===== src/rtl/core/emspm_pkg.sv =====
// ----------------------------------------------------------------------------
// emspm_pkg
// types and constants of the expanded-memory page mapper
// ----------------------------------------------------------------------------
`default_nettype none

package emspm_pkg;

   localparam int unsigned NUM_WIN = 4;

   typedef enum logic [1:0] {
      OP_IO_RD  = 2'd0,
      OP_IO_WR  = 2'd1,
      OP_MEM_RD = 2'd2,
      OP_MEM_WR = 2'd3
   } op_type;

   typedef enum logic {
      CSR_RAM_SIZE_KB  = 1'b0,
      CSR_MODEL_VARIANT = 1'b1
   } csr_index_type;

   localparam logic [13:0] PORT_PAGE     = 14'h0208;
   localparam logic [13:0] PORT_CONTROL  = 14'h0209;
   localparam logic [11:0] RAM_BASE_KB   = 12'd640;
   localparam logic [11:0] RESET_RAM_KB  = 12'd640;
   localparam logic [7:0]  PAGE_RESET    = 8'h7F;
   localparam logic [3:0]  BASE_RESET    = 4'd7;
   localparam logic [7:0]  READ_NONE     = 8'hFF;
   localparam logic [11:0] MODEL0_ADJ_KB = 12'd64;
   localparam logic [11:0] MODEL1_ADJ_KB = 12'd320;
   localparam logic [20:0] MODEL0_BASE   = 21'h70000;
   localparam logic [20:0] MODEL1_BASE   = 21'h30000;

   localparam logic [NUM_WIN-1:0][7:0] CONTROL_RESET = {8'h00, 8'h80, 8'h80, 8'h80};

   typedef struct packed {
      op_type      op;
      logic [15:0] io_port;
      logic [19:0] mem_addr;
      logic [7:0]  wdata;
   } req_type;

   typedef struct packed {
      logic [7:0]  read_data;
      logic        window_hit;
      logic [20:0] ram_addr;
      logic        ram_in_range;
      logic        ram_write_enable;
   } rsp_type;

   typedef struct packed {
      logic          valid;
      csr_index_type index;
      logic [11:0]   data;
   } csr_cmd_type;

   typedef struct packed {
      logic        page_we;
      logic        control_we;
      logic [1:0]  win;
      logic [7:0]  data;
   } reg_wr_type;

   typedef struct packed {
      logic [11:0]              ram_size_kb;
      logic                     model_variant;
      logic [NUM_WIN-1:0][7:0]  pages;
      logic [NUM_WIN-1:0][7:0]  controls;
      logic [3:0]               base_index;
   } reg_view_type;

endpackage

`default_nettype wire


===== src/rtl/core/emspm_if.sv =====
// ----------------------------------------------------------------------------
// emspm interfaces
// request, response and register-write channels with valid/ready
// ----------------------------------------------------------------------------
`default_nettype none

interface emspm_req_if;
   logic                 valid;
   logic                 ready;
   emspm_pkg::op_type    op;
   logic [15:0]          io_port;
   logic [19:0]          mem_addr;
   logic [7:0]           wdata;

   modport source (output valid, output op, output io_port, output mem_addr,
                   output wdata, input ready);
   modport sink   (input valid, input op, input io_port, input mem_addr,
                   input wdata, output ready);
endinterface

interface emspm_rsp_if;
   logic        valid;
   logic        ready;
   logic [7:0]  read_data;
   logic        window_hit;
   logic [20:0] ram_addr;
   logic        ram_in_range;
   logic        ram_write_enable;

   modport source (output valid, output read_data, output window_hit, output ram_addr,
                   output ram_in_range, output ram_write_enable, input ready);
   modport sink   (input valid, input read_data, input window_hit, input ram_addr,
                   input ram_in_range, input ram_write_enable, output ready);
endinterface

interface emspm_csr_if;
   logic                      valid;
   logic                      ready;
   emspm_pkg::csr_index_type  index;
   logic [11:0]               data;

   modport source (output valid, output index, output data, input ready);
   modport sink   (input valid, input index, input data, output ready);
endinterface

`default_nettype wire


===== src/rtl/core/emspm_regs.sv =====
// ----------------------------------------------------------------------------
// emspm_regs
// configuration, page, control and base index registers
// ----------------------------------------------------------------------------
`default_nettype none

module emspm_regs (
   input  wire                      clock,
   input  wire                      reset,
   input  emspm_pkg::csr_cmd_type   csr_cmd,
   input  emspm_pkg::reg_wr_type    reg_wr,
   output emspm_pkg::reg_view_type  view
);
   import emspm_pkg::*;

   logic [11:0]               ram_size_kb_ff, ram_size_kb_in;
   logic                      model_variant_ff, model_variant_in;
   logic [NUM_WIN-1:0][7:0]   pages_ff, pages_in;
   logic [NUM_WIN-1:0][7:0]   controls_ff, controls_in;
   logic [3:0]                base_index_ff, base_index_in;

   always_comb begin
      ram_size_kb_in   = ram_size_kb_ff;
      model_variant_in = model_variant_ff;
      if (csr_cmd.valid) begin
         case (csr_cmd.index)
            CSR_RAM_SIZE_KB:   ram_size_kb_in   = csr_cmd.data;
            CSR_MODEL_VARIANT: model_variant_in = csr_cmd.data[0];
            default:           ram_size_kb_in   = ram_size_kb_ff;
         endcase
      end

      pages_in    = pages_ff;
      controls_in = controls_ff;
      if (reg_wr.page_we) begin
         pages_in[reg_wr.win] = reg_wr.data;
      end
      if (reg_wr.control_we) begin
         controls_in[reg_wr.win] = reg_wr.data;
      end

      base_index_in = base_index_ff;
      if (reg_wr.control_we) begin
         for (int i = 0; i < NUM_WIN; i++) begin
            base_index_in[i] = controls_in[i][7];
         end
      end
   end

   always_ff @(posedge clock) begin
      if (reset) begin
         ram_size_kb_ff   <= RESET_RAM_KB;
         model_variant_ff <= 1'b0;
         pages_ff         <= {NUM_WIN{PAGE_RESET}};
         controls_ff      <= CONTROL_RESET;
         base_index_ff    <= BASE_RESET;
      end else begin
         ram_size_kb_ff   <= ram_size_kb_in;
         model_variant_ff <= model_variant_in;
         pages_ff         <= pages_in;
         controls_ff      <= controls_in;
         base_index_ff    <= base_index_in;
      end
   end

   assign view.ram_size_kb   = ram_size_kb_ff;
   assign view.model_variant = model_variant_ff;
   assign view.pages         = pages_ff;
   assign view.controls      = controls_ff;
   assign view.base_index    = base_index_ff;

endmodule

`default_nettype wire


===== src/rtl/core/emspm_xlate.sv =====
// ----------------------------------------------------------------------------
// emspm_xlate
// port decode, window match and EMS address translation for one request
// ----------------------------------------------------------------------------
`default_nettype none

module emspm_xlate (
   input  emspm_pkg::req_type       req,
   input  emspm_pkg::reg_view_type  view,
   output emspm_pkg::rsp_type       rsp,
   output emspm_pkg::reg_wr_type    reg_wr
);
   import emspm_pkg::*;

   logic        is_io;
   logic        present;
   logic        port_page;
   logic        port_control;
   logic [1:0]  io_win;
   logic [1:0]  mem_win;
   logic [7:0]  page;
   logic [3:0]  sel;
   logic        hit;
   logic [11:0] adj0;
   logic [11:0] adj1;
   logic [20:0] ems_base;
   logic [20:0] raddr;
   logic [21:0] limit;
   logic        in_range;

   assign is_io        = (req.op == OP_IO_RD) || (req.op == OP_IO_WR);
   assign present      = view.ram_size_kb > RAM_BASE_KB;
   assign io_win       = req.io_port[15:14];
   assign port_page    = present && (req.io_port[13:0] == PORT_PAGE);
   assign port_control = present && (req.io_port[13:0] == PORT_CONTROL);

   // window i sits at C0000h + 16K*(i + ((base + 4 - i) & 0Ch))
   assign mem_win = req.mem_addr[15:14];
   assign page    = view.pages[mem_win];
   assign sel     = view.base_index + 4'd4 - {2'b00, mem_win};
   assign hit     = page[7] && (req.mem_addr[19:18] == 2'b11)
                    && (req.mem_addr[17:16] == sel[3:2]);

   assign adj0 = view.ram_size_kb + MODEL0_ADJ_KB;
   assign adj1 = view.ram_size_kb + MODEL1_ADJ_KB;
   assign ems_base = view.model_variant ? (MODEL1_BASE + {2'b00, adj1[8:0], 10'b0})
                                        : (MODEL0_BASE + {3'b000, adj0[7:0], 10'b0});
   assign raddr = ems_base + {2'b00, page[6], page[3:0], 14'b0}
                  + {7'b0, req.mem_addr[13:0]};
   assign limit    = {view.ram_size_kb, 10'b0};
   assign in_range = {1'b0, raddr} < limit;

   always_comb begin
      rsp = '0;
      if (is_io) begin
         rsp.read_data = READ_NONE;
         if (req.op == OP_IO_RD) begin
            if (port_page) begin
               rsp.read_data = view.pages[io_win];
            end else if (port_control) begin
               rsp.read_data = view.controls[io_win];
            end
         end
      end else if (hit) begin
         rsp.window_hit       = 1'b1;
         rsp.ram_addr         = raddr;
         rsp.ram_in_range     = in_range;
         rsp.ram_write_enable = in_range && (req.op == OP_MEM_WR);
      end
   end

   assign reg_wr.page_we    = (req.op == OP_IO_WR) && port_page;
   assign reg_wr.control_we = (req.op == OP_IO_WR) && port_control;
   assign reg_wr.win        = io_win;
   assign reg_wr.data       = req.wdata;

endmodule

`default_nettype wire


===== src/rtl/core/ems_page_mapper.sv =====
// ----------------------------------------------------------------------------
// ems_page_mapper
// expanded-memory page mapper with four 16 KB windows
// ----------------------------------------------------------------------------
// Takes one request per clock while responses are not stalled and returns one
// response for each: an input register holds the request, one stage of decode
// and translation reads and updates the page and control registers, and the
// response register holds the result until the sink takes it. Page and control
// writes take effect in request order, so a read right behind a write sees it.
// Throughput is set by that single translation stage; a stalled response
// holds the pipe without losing requests. Register writes are taken at once.
`default_nettype none

module ems_page_mapper (
   input  wire          clock,
   input  wire          reset,
   emspm_req_if.sink    req_bus,
   emspm_rsp_if.source  rsp_bus,
   emspm_csr_if.sink    csr_bus
);
   import emspm_pkg::*;

   logic          s1_valid_ff, s1_valid_in;
   req_type       s1_req_ff, s1_req_in;
   logic          rsp_valid_ff, rsp_valid_in;
   rsp_type       rsp_ff, rsp_in;
   rsp_type       xl_rsp;
   reg_wr_type    reg_wr;
   reg_wr_type    xl_wr;
   reg_view_type  view;
   csr_cmd_type   csr_cmd;
   logic          advance;
   logic          req_fire;

   assign advance  = s1_valid_ff && (!rsp_valid_ff || rsp_bus.ready);
   assign req_bus.ready = !s1_valid_ff || advance;
   assign req_fire = req_bus.valid && req_bus.ready;

   assign csr_bus.ready = 1'b1;
   assign csr_cmd.valid = csr_bus.valid;
   assign csr_cmd.index = csr_bus.index;
   assign csr_cmd.data  = csr_bus.data;

   emspm_regs u_regs (
      .clock   (clock),
      .reset   (reset),
      .csr_cmd (csr_cmd),
      .reg_wr  (reg_wr),
      .view    (view)
   );

   emspm_xlate u_xlate (
      .req    (s1_req_ff),
      .view   (view),
      .rsp    (xl_rsp),
      .reg_wr (xl_wr)
   );

   always_comb begin
      reg_wr = xl_wr;
      reg_wr.page_we    = xl_wr.page_we && advance;
      reg_wr.control_we = xl_wr.control_we && advance;

      s1_req_in          = s1_req_ff;
      s1_req_in.op       = req_bus.op;
      s1_req_in.io_port  = req_bus.io_port;
      s1_req_in.mem_addr = req_bus.mem_addr;
      s1_req_in.wdata    = req_bus.wdata;
      if (!req_fire) begin
         s1_req_in = s1_req_ff;
      end

      if (req_fire) begin
         s1_valid_in = 1'b1;
      end else if (advance) begin
         s1_valid_in = 1'b0;
      end else begin
         s1_valid_in = s1_valid_ff;
      end

      rsp_in = advance ? xl_rsp : rsp_ff;
      if (advance) begin
         rsp_valid_in = 1'b1;
      end else if (rsp_bus.ready) begin
         rsp_valid_in = 1'b0;
      end else begin
         rsp_valid_in = rsp_valid_ff;
      end
   end

   always_ff @(posedge clock) begin
      if (reset) begin
         s1_valid_ff  <= 1'b0;
         rsp_valid_ff <= 1'b0;
      end else begin
         s1_valid_ff  <= s1_valid_in;
         rsp_valid_ff <= rsp_valid_in;
      end
   end

   always_ff @(posedge clock) begin
      s1_req_ff <= s1_req_in;
      rsp_ff    <= rsp_in;
   end

   assign rsp_bus.valid            = rsp_valid_ff;
   assign rsp_bus.read_data        = rsp_ff.read_data;
   assign rsp_bus.window_hit       = rsp_ff.window_hit;
   assign rsp_bus.ram_addr         = rsp_ff.ram_addr;
   assign rsp_bus.ram_in_range     = rsp_ff.ram_in_range;
   assign rsp_bus.ram_write_enable = rsp_ff.ram_write_enable;

endmodule

`default_nettype wire


===== src/flat_wrapper.sv =====
// flat-port wrapper written by rule: the top's interface ports become plain ports
module ems_page_mapper_flat import emspm_pkg::*;
  (clock, reset, req_bus_valid, req_bus_op, req_bus_io_port, req_bus_mem_addr, req_bus_wdata, req_bus_ready, rsp_bus_valid, rsp_bus_read_data, rsp_bus_window_hit, rsp_bus_ram_addr, rsp_bus_ram_in_range, rsp_bus_ram_write_enable, rsp_bus_ready, csr_bus_valid, csr_bus_index, csr_bus_data, csr_bus_ready);
  emspm_req_if req_bus_i ();
  emspm_rsp_if rsp_bus_i ();
  emspm_csr_if csr_bus_i ();
  input  wire clock;
  input  wire reset;
  input wire logic [$bits(req_bus_i.valid)-1:0] req_bus_valid;
  input wire logic [$bits(req_bus_i.op)-1:0] req_bus_op;
  input wire logic [$bits(req_bus_i.io_port)-1:0] req_bus_io_port;
  input wire logic [$bits(req_bus_i.mem_addr)-1:0] req_bus_mem_addr;
  input wire logic [$bits(req_bus_i.wdata)-1:0] req_bus_wdata;
  output wire logic [$bits(req_bus_i.ready)-1:0] req_bus_ready;
  output wire logic [$bits(rsp_bus_i.valid)-1:0] rsp_bus_valid;
  output wire logic [$bits(rsp_bus_i.read_data)-1:0] rsp_bus_read_data;
  output wire logic [$bits(rsp_bus_i.window_hit)-1:0] rsp_bus_window_hit;
  output wire logic [$bits(rsp_bus_i.ram_addr)-1:0] rsp_bus_ram_addr;
  output wire logic [$bits(rsp_bus_i.ram_in_range)-1:0] rsp_bus_ram_in_range;
  output wire logic [$bits(rsp_bus_i.ram_write_enable)-1:0] rsp_bus_ram_write_enable;
  input wire logic [$bits(rsp_bus_i.ready)-1:0] rsp_bus_ready;
  input wire logic [$bits(csr_bus_i.valid)-1:0] csr_bus_valid;
  input wire logic [$bits(csr_bus_i.index)-1:0] csr_bus_index;
  input wire logic [$bits(csr_bus_i.data)-1:0] csr_bus_data;
  output wire logic [$bits(csr_bus_i.ready)-1:0] csr_bus_ready;
  assign req_bus_i.valid = req_bus_valid;
  assign req_bus_i.op = req_bus_op;
  assign req_bus_i.io_port = req_bus_io_port;
  assign req_bus_i.mem_addr = req_bus_mem_addr;
  assign req_bus_i.wdata = req_bus_wdata;
  assign req_bus_ready = req_bus_i.ready;
  assign rsp_bus_valid = rsp_bus_i.valid;
  assign rsp_bus_read_data = rsp_bus_i.read_data;
  assign rsp_bus_window_hit = rsp_bus_i.window_hit;
  assign rsp_bus_ram_addr = rsp_bus_i.ram_addr;
  assign rsp_bus_ram_in_range = rsp_bus_i.ram_in_range;
  assign rsp_bus_ram_write_enable = rsp_bus_i.ram_write_enable;
  assign rsp_bus_i.ready = rsp_bus_ready;
  assign csr_bus_i.valid = csr_bus_valid;
  assign csr_bus_i.index = csr_bus_index;
  assign csr_bus_i.data = csr_bus_data;
  assign csr_bus_ready = csr_bus_i.ready;
  ems_page_mapper u_core (.clock(clock), .reset(reset), .req_bus(req_bus_i), .rsp_bus(rsp_bus_i), .csr_bus(csr_bus_i));
endmodule

===== config.mk =====
export PLATFORM = sky130hd
export DESIGN_NAME = ems_page_mapper_flat
export DESIGN_NICKNAME = d
export VERILOG_FILES = /design/src/rtl/core/emspm_pkg.sv /design/src/rtl/core/emspm_if.sv /design/src/rtl/core/emspm_regs.sv /design/src/rtl/core/emspm_xlate.sv /design/src/rtl/core/ems_page_mapper.sv /design/src/flat_wrapper.sv
export SDC_FILE = /design/constraint.sdc
export NUM_CORES = 1
export LEC_CHECK = 0
export ABC_CLOCK_PERIOD_IN_PS = 3700
export BUFFER_PORTS_ARGS = -buffer_cell sky130_fd_sc_hd__buf_2
export CORE_MARGIN = 4
export CORE_UTILIZATION = 60
export CTS_BUF_LIST = sky130_fd_sc_hd__clkbuf_4 sky130_fd_sc_hd__clkbuf_8
export CTS_CLUSTER_SIZE = 10
export DETAILED_ROUTE_END_ITERATION = 10
export HOLD_SLACK_MARGIN = 0.05
export PLACE_DENSITY = 0.83
export SETUP_SLACK_MARGIN = 0.05
export SYNTH_ARGS = -nofsm -noshare
export SYNTH_HDL_FRONTEND = slang
export SYNTH_SLANG_ARGS = --single-unit

===== constraint.sdc =====
create_clock -name clock -period 3.7 [get_ports clock]
set_clock_uncertainty 0.1 [all_clocks]
set_input_delay 1.11 -clock clock [delete_from_list [all_inputs] [get_ports clock]]
set_output_delay 1.11 -clock clock [all_outputs]
set_load 0.005 [all_outputs]

## After elaboration in Yosys (flattened, before gate mapping)

Index checks and enable logic that the tools add are counted.

- Order comparisons: 5
- Reductions and logical operators: 23
- Bitwise gates (word level): 2
- Add/subtract/negate cells: 8
- Equality and inequality tests: 6
- Mux-type cells: 20

Operator list:

| kind | count |
|---|---|
| 32-bit bitwise mux | 2 |
| 8-bit two-way mux | 7 |
| 8-bit binary-select mux with 2-bit select | 3 |
| 32-bit two-way mux | 1 |
| 14-bit by 10-bit == test with 1-bit output (second input constant) | 2 |
| 24-bit two-way mux | 1 |
| 21-bit by 22-bit less-than comparator with 1-bit output | 1 |
| 20-bit by 19-bit adder with 21-bit output | 1 |
| 21-bit by 14-bit adder with 21-bit output | 1 |
| 18-bit by 19-bit adder with 20-bit output (first input constant) | 1 |
| 19-bit by 18-bit adder with 20-bit output (first input constant) | 1 |
| 20-bit two-way mux | 1 |
| 8-bit demux with 2-bit select | 1 |
| 12-bit by 10-bit > comparator with 1-bit output (second input constant) | 1 |
| 1-bit logical AND | 12 |
| 9-bit adder (second input constant) | 1 |
| 8-bit by 7-bit adder with 8-bit output (second input constant) | 1 |
| 2-bit by 3-bit less-than comparator with 1-bit output (second input constant) | 2 |
| 4-bit by 3-bit adder with 4-bit output (second input constant) | 1 |
| 2-bit == test (second input constant) | 2 |
| 1-bit two-way mux | 4 |
| 2-bit AND reduction | 2 |
| 2-bit nonzero test | 2 |
| 4-bit by 2-bit subtractor with 4-bit output | 1 |
| 8 further kinds | 12 |

- Input port bits: 64
- Word-level logic and storage cells: 90
- Flip-flop bits (word level): 161

## Logic depth before layout (Yosys ltp)

- Word-level depth: 8
- Gate-level depth with buffers: 15
- Depth with buffers taken out: 15

## Modules after synthesis

From an unflattened synthesis, not the netlist that was laid out.

- Cells, all modules: 661
- Area, all modules: 7,438.4 um^2

By module, submodules not included:

| module | seq. area each (um^2) | instances | cells an instance | area each (um^2) |
|---|---|---|---|---|
| emspm_regs | 1,621.6 | 1 | 350 | 3,019.1 |
| ems_page_mapper | 2,382.3 | 1 | 92 | 2,468.6 |
| emspm_xlate | 0.0 | 1 | 219 | 1,950.6 |

## Least setup slack after synthesis

Ideal clock, no wire load.

- Path kind: register -> register
- Start point: register u_core.s1_req_ff[22] in the netlist's numbering
- End point: register u_core.rsp_ff, in the netlist u_core.rsp_bus.ram_write_enable, data pin
- Slack: 0.362 ns
- Data arrival time: 2.983 ns
- Required time: 3.345 ns
- Period minus slack after synthesis: 3.338 ns
- Setup time: 0.255 ns
- Cell stages (with the launch flop): 13
- Path through: edfxtp_1 > buf_4 > mux4_2 > ha_1 > a211o_1 > or3_1 > a31oi_1 > nor2_1 > ha_1 > nand4b_1 > a211oi_1 > nor3_1 > and2_1

- Longest elaborated chain between the ends: 6
- Elaborated cells on any way between the ends: 12
- Those cells by class: 3 x add/sub; 1 x order compare; 1 x eq/ne; 2 x mux; 1 x bitwise; 4 x reduce/logical

RTL lines:

| element | line | source |
|---|---|---|
| start: declaration | ems_page_mapper.sv:24 | `req_type s1_req_ff, s1_req_in;` |
| start signal: assignment | ems_page_mapper.sv:102 | `s1_req_ff <= s1_req_in;` |
| 8-bit binary-select mux with 2-bit select | emspm_xlate.sv:39 | `assign page = view.pages[mem_win];` |
| 8-bit two-way mux (not written as such) | emspm_xlate.sv:39 |  |
| 20-bit by 19-bit adder with 21-bit output | emspm_xlate.sv:48 | `assign raddr = ems_base + {2'b00, page[6], page[3:0], 14'b0}` |
| 21-bit by 14-bit adder with 21-bit output | emspm_xlate.sv:49 | `+ {7'b0, req.mem_addr[13:0]};` |
| via u_core.u_xlate.raddr[20] | emspm_xlate.sv:27 | `logic [20:0] raddr;` |
| 21-bit by 22-bit less-than comparator with 1-bit output | emspm_xlate.sv:51 | `assign in_range = {1'b0, raddr} < limit;` |
| 1-bit logical AND | emspm_xlate.sv:68 | `rsp.ram_write_enable = in_range && (req.op == OP_MEM_WR);` |
| end signal: assignment | ems_page_mapper.sv:103 | `rsp_ff <= rsp_in;` |
| end: declaration | ems_page_mapper.sv:26 | `rsp_type rsp_ff, rsp_in;` |

The timed path passes the listed nets, and every way through them passes these cells. The select of a mux whose other input is x is not followed.
A chain may end at the register's enable or synchronous reset.

## Final worst setup path

Ends and elaborated chain as after synthesis.

==> summary.md <==
## Outcome
• **outcome** finished clean

## STA
• **setup slack after layout** 0.168 ns
• **Tightest Pin Transition** 1.10 ns
• **remaining max-slew budget at the tightest pin** 26.6%
• **setup-violating endpoint count in the final report** 0
• **sum of negative setup slack** 0 ns
• **Final Hold Vio Count** 0
• **Final Cycle Share** 95.5%
• **setup repair after global routing missed its margin** no
• **peak clock frequency supported by timing** 283 MHz
• **max-slew violation count** 0
• **minimum clock period after layout** 3.53 ns

## Worst setup path
• **endpoint arrival time on the critical path** 3.74 ns
• **kind of end point of the critical path** flop
• **critical path fanouts, max** 6
• **crit-path max cell delay** 0.54 ns
• **FF-to-FF path depth** 13
• **type of element launching the critical path** flop
• **CP Cell Sequence** buf_4 -> mux4_2 -> ha_4 -> and3_1 -> nor3b_1 -> o22a_1 -> xnor2_1 -> ha_1 -> a21o_1 -> a21oi_1 -> o21ai_0 -> nor3_2 -> and2_1
• **data required time at the worst endpoint** 3.91 ns
• **reg2reg start** u_core.s1_req_ff[22]
• **Worst Path Class, Setup** reg2reg
• **critical-path cell with the highest stage delay** sky130_fd_sc_hd__mux4_2
• **worst flop-to-flop path endpoint** u_core.rsp_bus.ram_write_enable
• **slack of the worst reg-to-reg path** 0.17 ns

## Finish
• **Antenna Cells** 0
• **Area Overhead vs Synth** 15.5%
• **Cell Count, Final, Fillers Out** 869
• **share of final-layout standard cells stronger than drive strength 1** 25.9%
• **final net count** 799
• **number of fill cells** 842

## Global routing
• **antenna violations before repair** 0
• **vias in the first global route** 5064
• **overflow left after global routing** 0
• **maximum number of pins on one net before global-route repair** 61
• **wire length of the first global-routing pass** 25200 um
• **GR Util All Layers** 23.2%

## Power and ir drop
• **worst ir drop on vdd** 0.358 mV
• **pwr dens** 425 mW/mm^2
• **Lkg Pwr** 0.00364 uW
• **Power Total** 3590 uW

## Placement
• **gpl congestion** 0.839
• **worst slack, placed** 0.0840 ns
• **HPWL after detailed placement** 11600 um
• **IO buf count** 97
• **number of instances in the placed design** 835

## Drt
• **average routed wire per standard cell** 18.3 um
• **Final ANT Viol Nets** 0
• **violation count after the first detailed-route iteration** 322
• **via/cell ratio** 5.70
• **DRC violations left** 0
• **number of detailed-routing iterations run before antenna repair** 5
• **via count** 4949
• **final WL** 15900 um

## CTS
• **CTS tree** yes
• **Hold Buf Count CTS** 0
• **clk sinks** 161
• **Skew-Pair Late Insertion Delay** 0.45 ns
• **CTS buffer count** 17
• **clock buffer depth** 2
• **clock-pin slew on the worst setup and hold paths** 0.08 ns
• **htree depth** 4
• **cell at the root of the clock tree** sky130_fd_sc_hd__clkbuf_8

## Yosys
• **Yosys reg bits** 161
• **part of the Yosys area used for sequential elements** 54.7%
• **post-synth net total** 697
• **largest family of logic cells by synthesized area** multiplexers
• **most used flip-flop cell after synthesis** sky130_fd_sc_hd__dfxtp_1
• **Post-Synthesis Mean Instance Area** 12.1 um^2
• **fraction of the mapped netlist area in compound gates** 5.20%
• **cell area after synthesis** 0.00732 mm^2
• **post-synthesis cell type count** 52
• **adder-cell area share of the yosys netlist** 4.65%
• **number of flops mapped to enable cells by yosys** 78
• **ys async rst share** 0%
• **Post-Syn Instances** 607
• **post-synthesis share of cell area spent on xor and xnor gates** 1.52%
• **multiplexer area fraction after synthesis** 16.7%
• **simple-gate share of the synthesized area** 14.5%
• **warning count from the yosys run** 0

## Min path
• **Min-Delay Path Class** reg2reg
• **worst hold endpoint** u_core.u_regs.view[32]
• **startpoint of the lowest-slack hold path** u_core.u_regs.view[32]
• **number of instances on the worst hold path** 2

## Floorplanning
• **number of top-level pins** 99
• **starting density of the core** 61.2%
• **area of the die** 0.0140 mm^2
• **core area** 0.0120 mm^2
• **horizontal extent of the die** 118 um
• **Die Y-Extent** 118 um
• **Core Rows** 40

## Flow run
• **number of max-cap violations** 0

==> worst max path at each step <==
stage / from / endpoint / cells after the start
4_1_cts: u_core.s1_req_ff[22] / u_core.rsp_bus.ram_write_enable / 13
2_1_floorplan: u_core.s1_req_ff[22] / u_core.rsp_bus.ram_write_enable / 12
5_1_grt: u_core.s1_req_ff[22] / u_core.rsp_bus.ram_write_enable / 13
3_5_place_dp: u_core.s1_req_ff[22] / u_core.rsp_bus.ram_write_enable / 12
6_report: u_core.s1_req_ff[22] / u_core.rsp_bus.ram_write_enable / 13
3_3_place_gp: u_core.s1_req_ff[22] / u_core.rsp_bus.ram_write_enable / 11
==> routing by layer <==
| layer | global-route usage, % | share of wire [%] |
|---|---|---|
| met1 | 27.4 | 41 |
| met5 | 0 | 0 |
| met4 | 8.83 | 2.4 |
| met2 | 41.3 | 52 |
| met3 | 5.26 | 4.7 |
==> Yosys cell counts, types with 7 or more instances <==
library cell	count	share of area [%]
sky130_fd_sc_hd__a21oi_1	30	2.1
sky130_fd_sc_hd__and2_1	21	1.8
sky130_fd_sc_hd__clkbuf_1	18	0.92
sky130_fd_sc_hd__dfxtp_1	83	23
sky130_fd_sc_hd__edfxtp_1	78	32
sky130_fd_sc_hd__ha_1	24	4.1
sky130_fd_sc_hd__inv_1	19	0.97
sky130_fd_sc_hd__mux2i_1	68	9.3
sky130_fd_sc_hd__mux4_2	22	6.8
sky130_fd_sc_hd__nand2_1	27	1.4
sky130_fd_sc_hd__nand2_2	7	0.60
sky130_fd_sc_hd__nand2b_1	45	3.8
sky130_fd_sc_hd__nor2_1	64	3.3
sky130_fd_sc_hd__nor2b_1	8	0.68
sky130_fd_sc_hd__o21ai_0	8	0.55
sky130_fd_sc_hd__o22ai_1	8	0.68
sky130_fd_sc_hd__xnor2_1	8	0.96
==> placed cells by master (no fill, tap or decap), types with 4 or more instances in the layout <==
cell type | Yosys | layout
sky130_fd_sc_hd__buf_2 | 5 | 97
sky130_fd_sc_hd__buf_4 | 3 | 12
sky130_fd_sc_hd__a21oi_1 | 30 | 30
sky130_fd_sc_hd__xnor2_1 | 8 | 8
sky130_fd_sc_hd__o21ai_0 | 8 | 7
sky130_fd_sc_hd__clkbuf_8 | 0 | 19
sky130_fd_sc_hd__edfxtp_1 | 78 | 78
sky130_fd_sc_hd__nor2_1 | 64 | 64
sky130_fd_sc_hd__nor2b_1 | 8 | 8
sky130_fd_sc_hd__and2_1 | 21 | 20
sky130_fd_sc_hd__nor4b_1 | 4 | 4
sky130_fd_sc_hd__mux2i_1 | 68 | 68
sky130_fd_sc_hd__nand2b_1 | 45 | 45
sky130_fd_sc_hd__o22ai_1 | 8 | 8
sky130_fd_sc_hd__ha_4 | 0 | 4
sky130_fd_sc_hd__nand2_2 | 7 | 7
sky130_fd_sc_hd__mux4_2 | 22 | 22
sky130_fd_sc_hd__nand2_1 | 27 | 27
sky130_fd_sc_hd__nand3_1 | 6 | 6
sky130_fd_sc_hd__ha_1 | 24 | 20
sky130_fd_sc_hd__clkbuf_4 | 0 | 7
sky130_fd_sc_hd__dfxtp_1 | 83 | 83
sky130_fd_sc_hd__inv_1 | 19 | 19
==> cells by family after synthesis <==
group / Yosys count
fa+ha+maj: 26
simple gates: 204
xor+xnor: 11
compound gates: 64
other cells: 1
flops: 161
buf+inv: 46
mux: 94
==> state kept, by name (all words and copies together) (netlist names), 4 cells and up <==
signal and flops:
u_core.u_regs.ram_size_kb_ff 12, u_core.u_regs.view 64, u_core.rsp_bus.read_data 8, u_core.s1_req_ff 46, u_core.u_regs.base_index_ff 4, u_core.rsp_bus.ram_addr 21
==> stage by stage <==
| step | hold WS (ns) | utilization [%] | instance area (um^2) |
|---|---|---|---|
| 2_1_floorplan | 0.349 | - | 7320 |
| 3_3_place_gp | 0.358 | 66.6 | 7970 |
| 3_5_place_dp | 0.368 | 66.6 | 7970 |
| 4_1_cts | 0.380 | 70.0 | 8370 |
| 5_1_grt | 0.405 | 70.6 | 8450 |
| 6_report | 0.375 | 70.6 | 8450 |
==> worst max-delay path, delay by kind of cell (launching register included) <==
family / cells / cell delay, ns
AO/OA/AOI/OAI: 4 / 0.61
XOR/XNOR: 1 / 0.16
flip-flops: 1 / 0.41
adder cells (fa/ha/maj): 2 / 0.61
multiplexers: 1 / 0.54
buffers and inverters: 1 / 0.17
AND/OR/NAND/NOR: 4 / 0.79
==> layout make-up <==
type                            instances  area, um^2  area share, %
Sequential cell                       161        4000           47.4
Multi-Input combinational cell        400        3200           37.8
Timing Repair Buffer                  110         596           7.05
Clock buffer                           26         314           3.72
Tap cell                              147         184           2.18
Clock inverter                          6        83.8          0.992
Inverter                               19        71.3          0.844
==> power by group <==
group	switching (uW)	total (uW)	internal, uW	leakage, uW
Sequential	37.4	1960	1920	0.00144
Clock	586	1270	686	0.000213
Combinational	199	361	162	0.00198
Total	822	3590	2770	0.00364
==> timing repair <==
| item | CTS | global route |
|---|---|---|
| pin swaps | 0 | 3 |
| resized for setup | 0 | 12 |
| endpoints found under the setup margin | 1 | 2 |
| setup buffers | 1 | 1 |
Note: power is estimated with default switching activity, not from simulation.
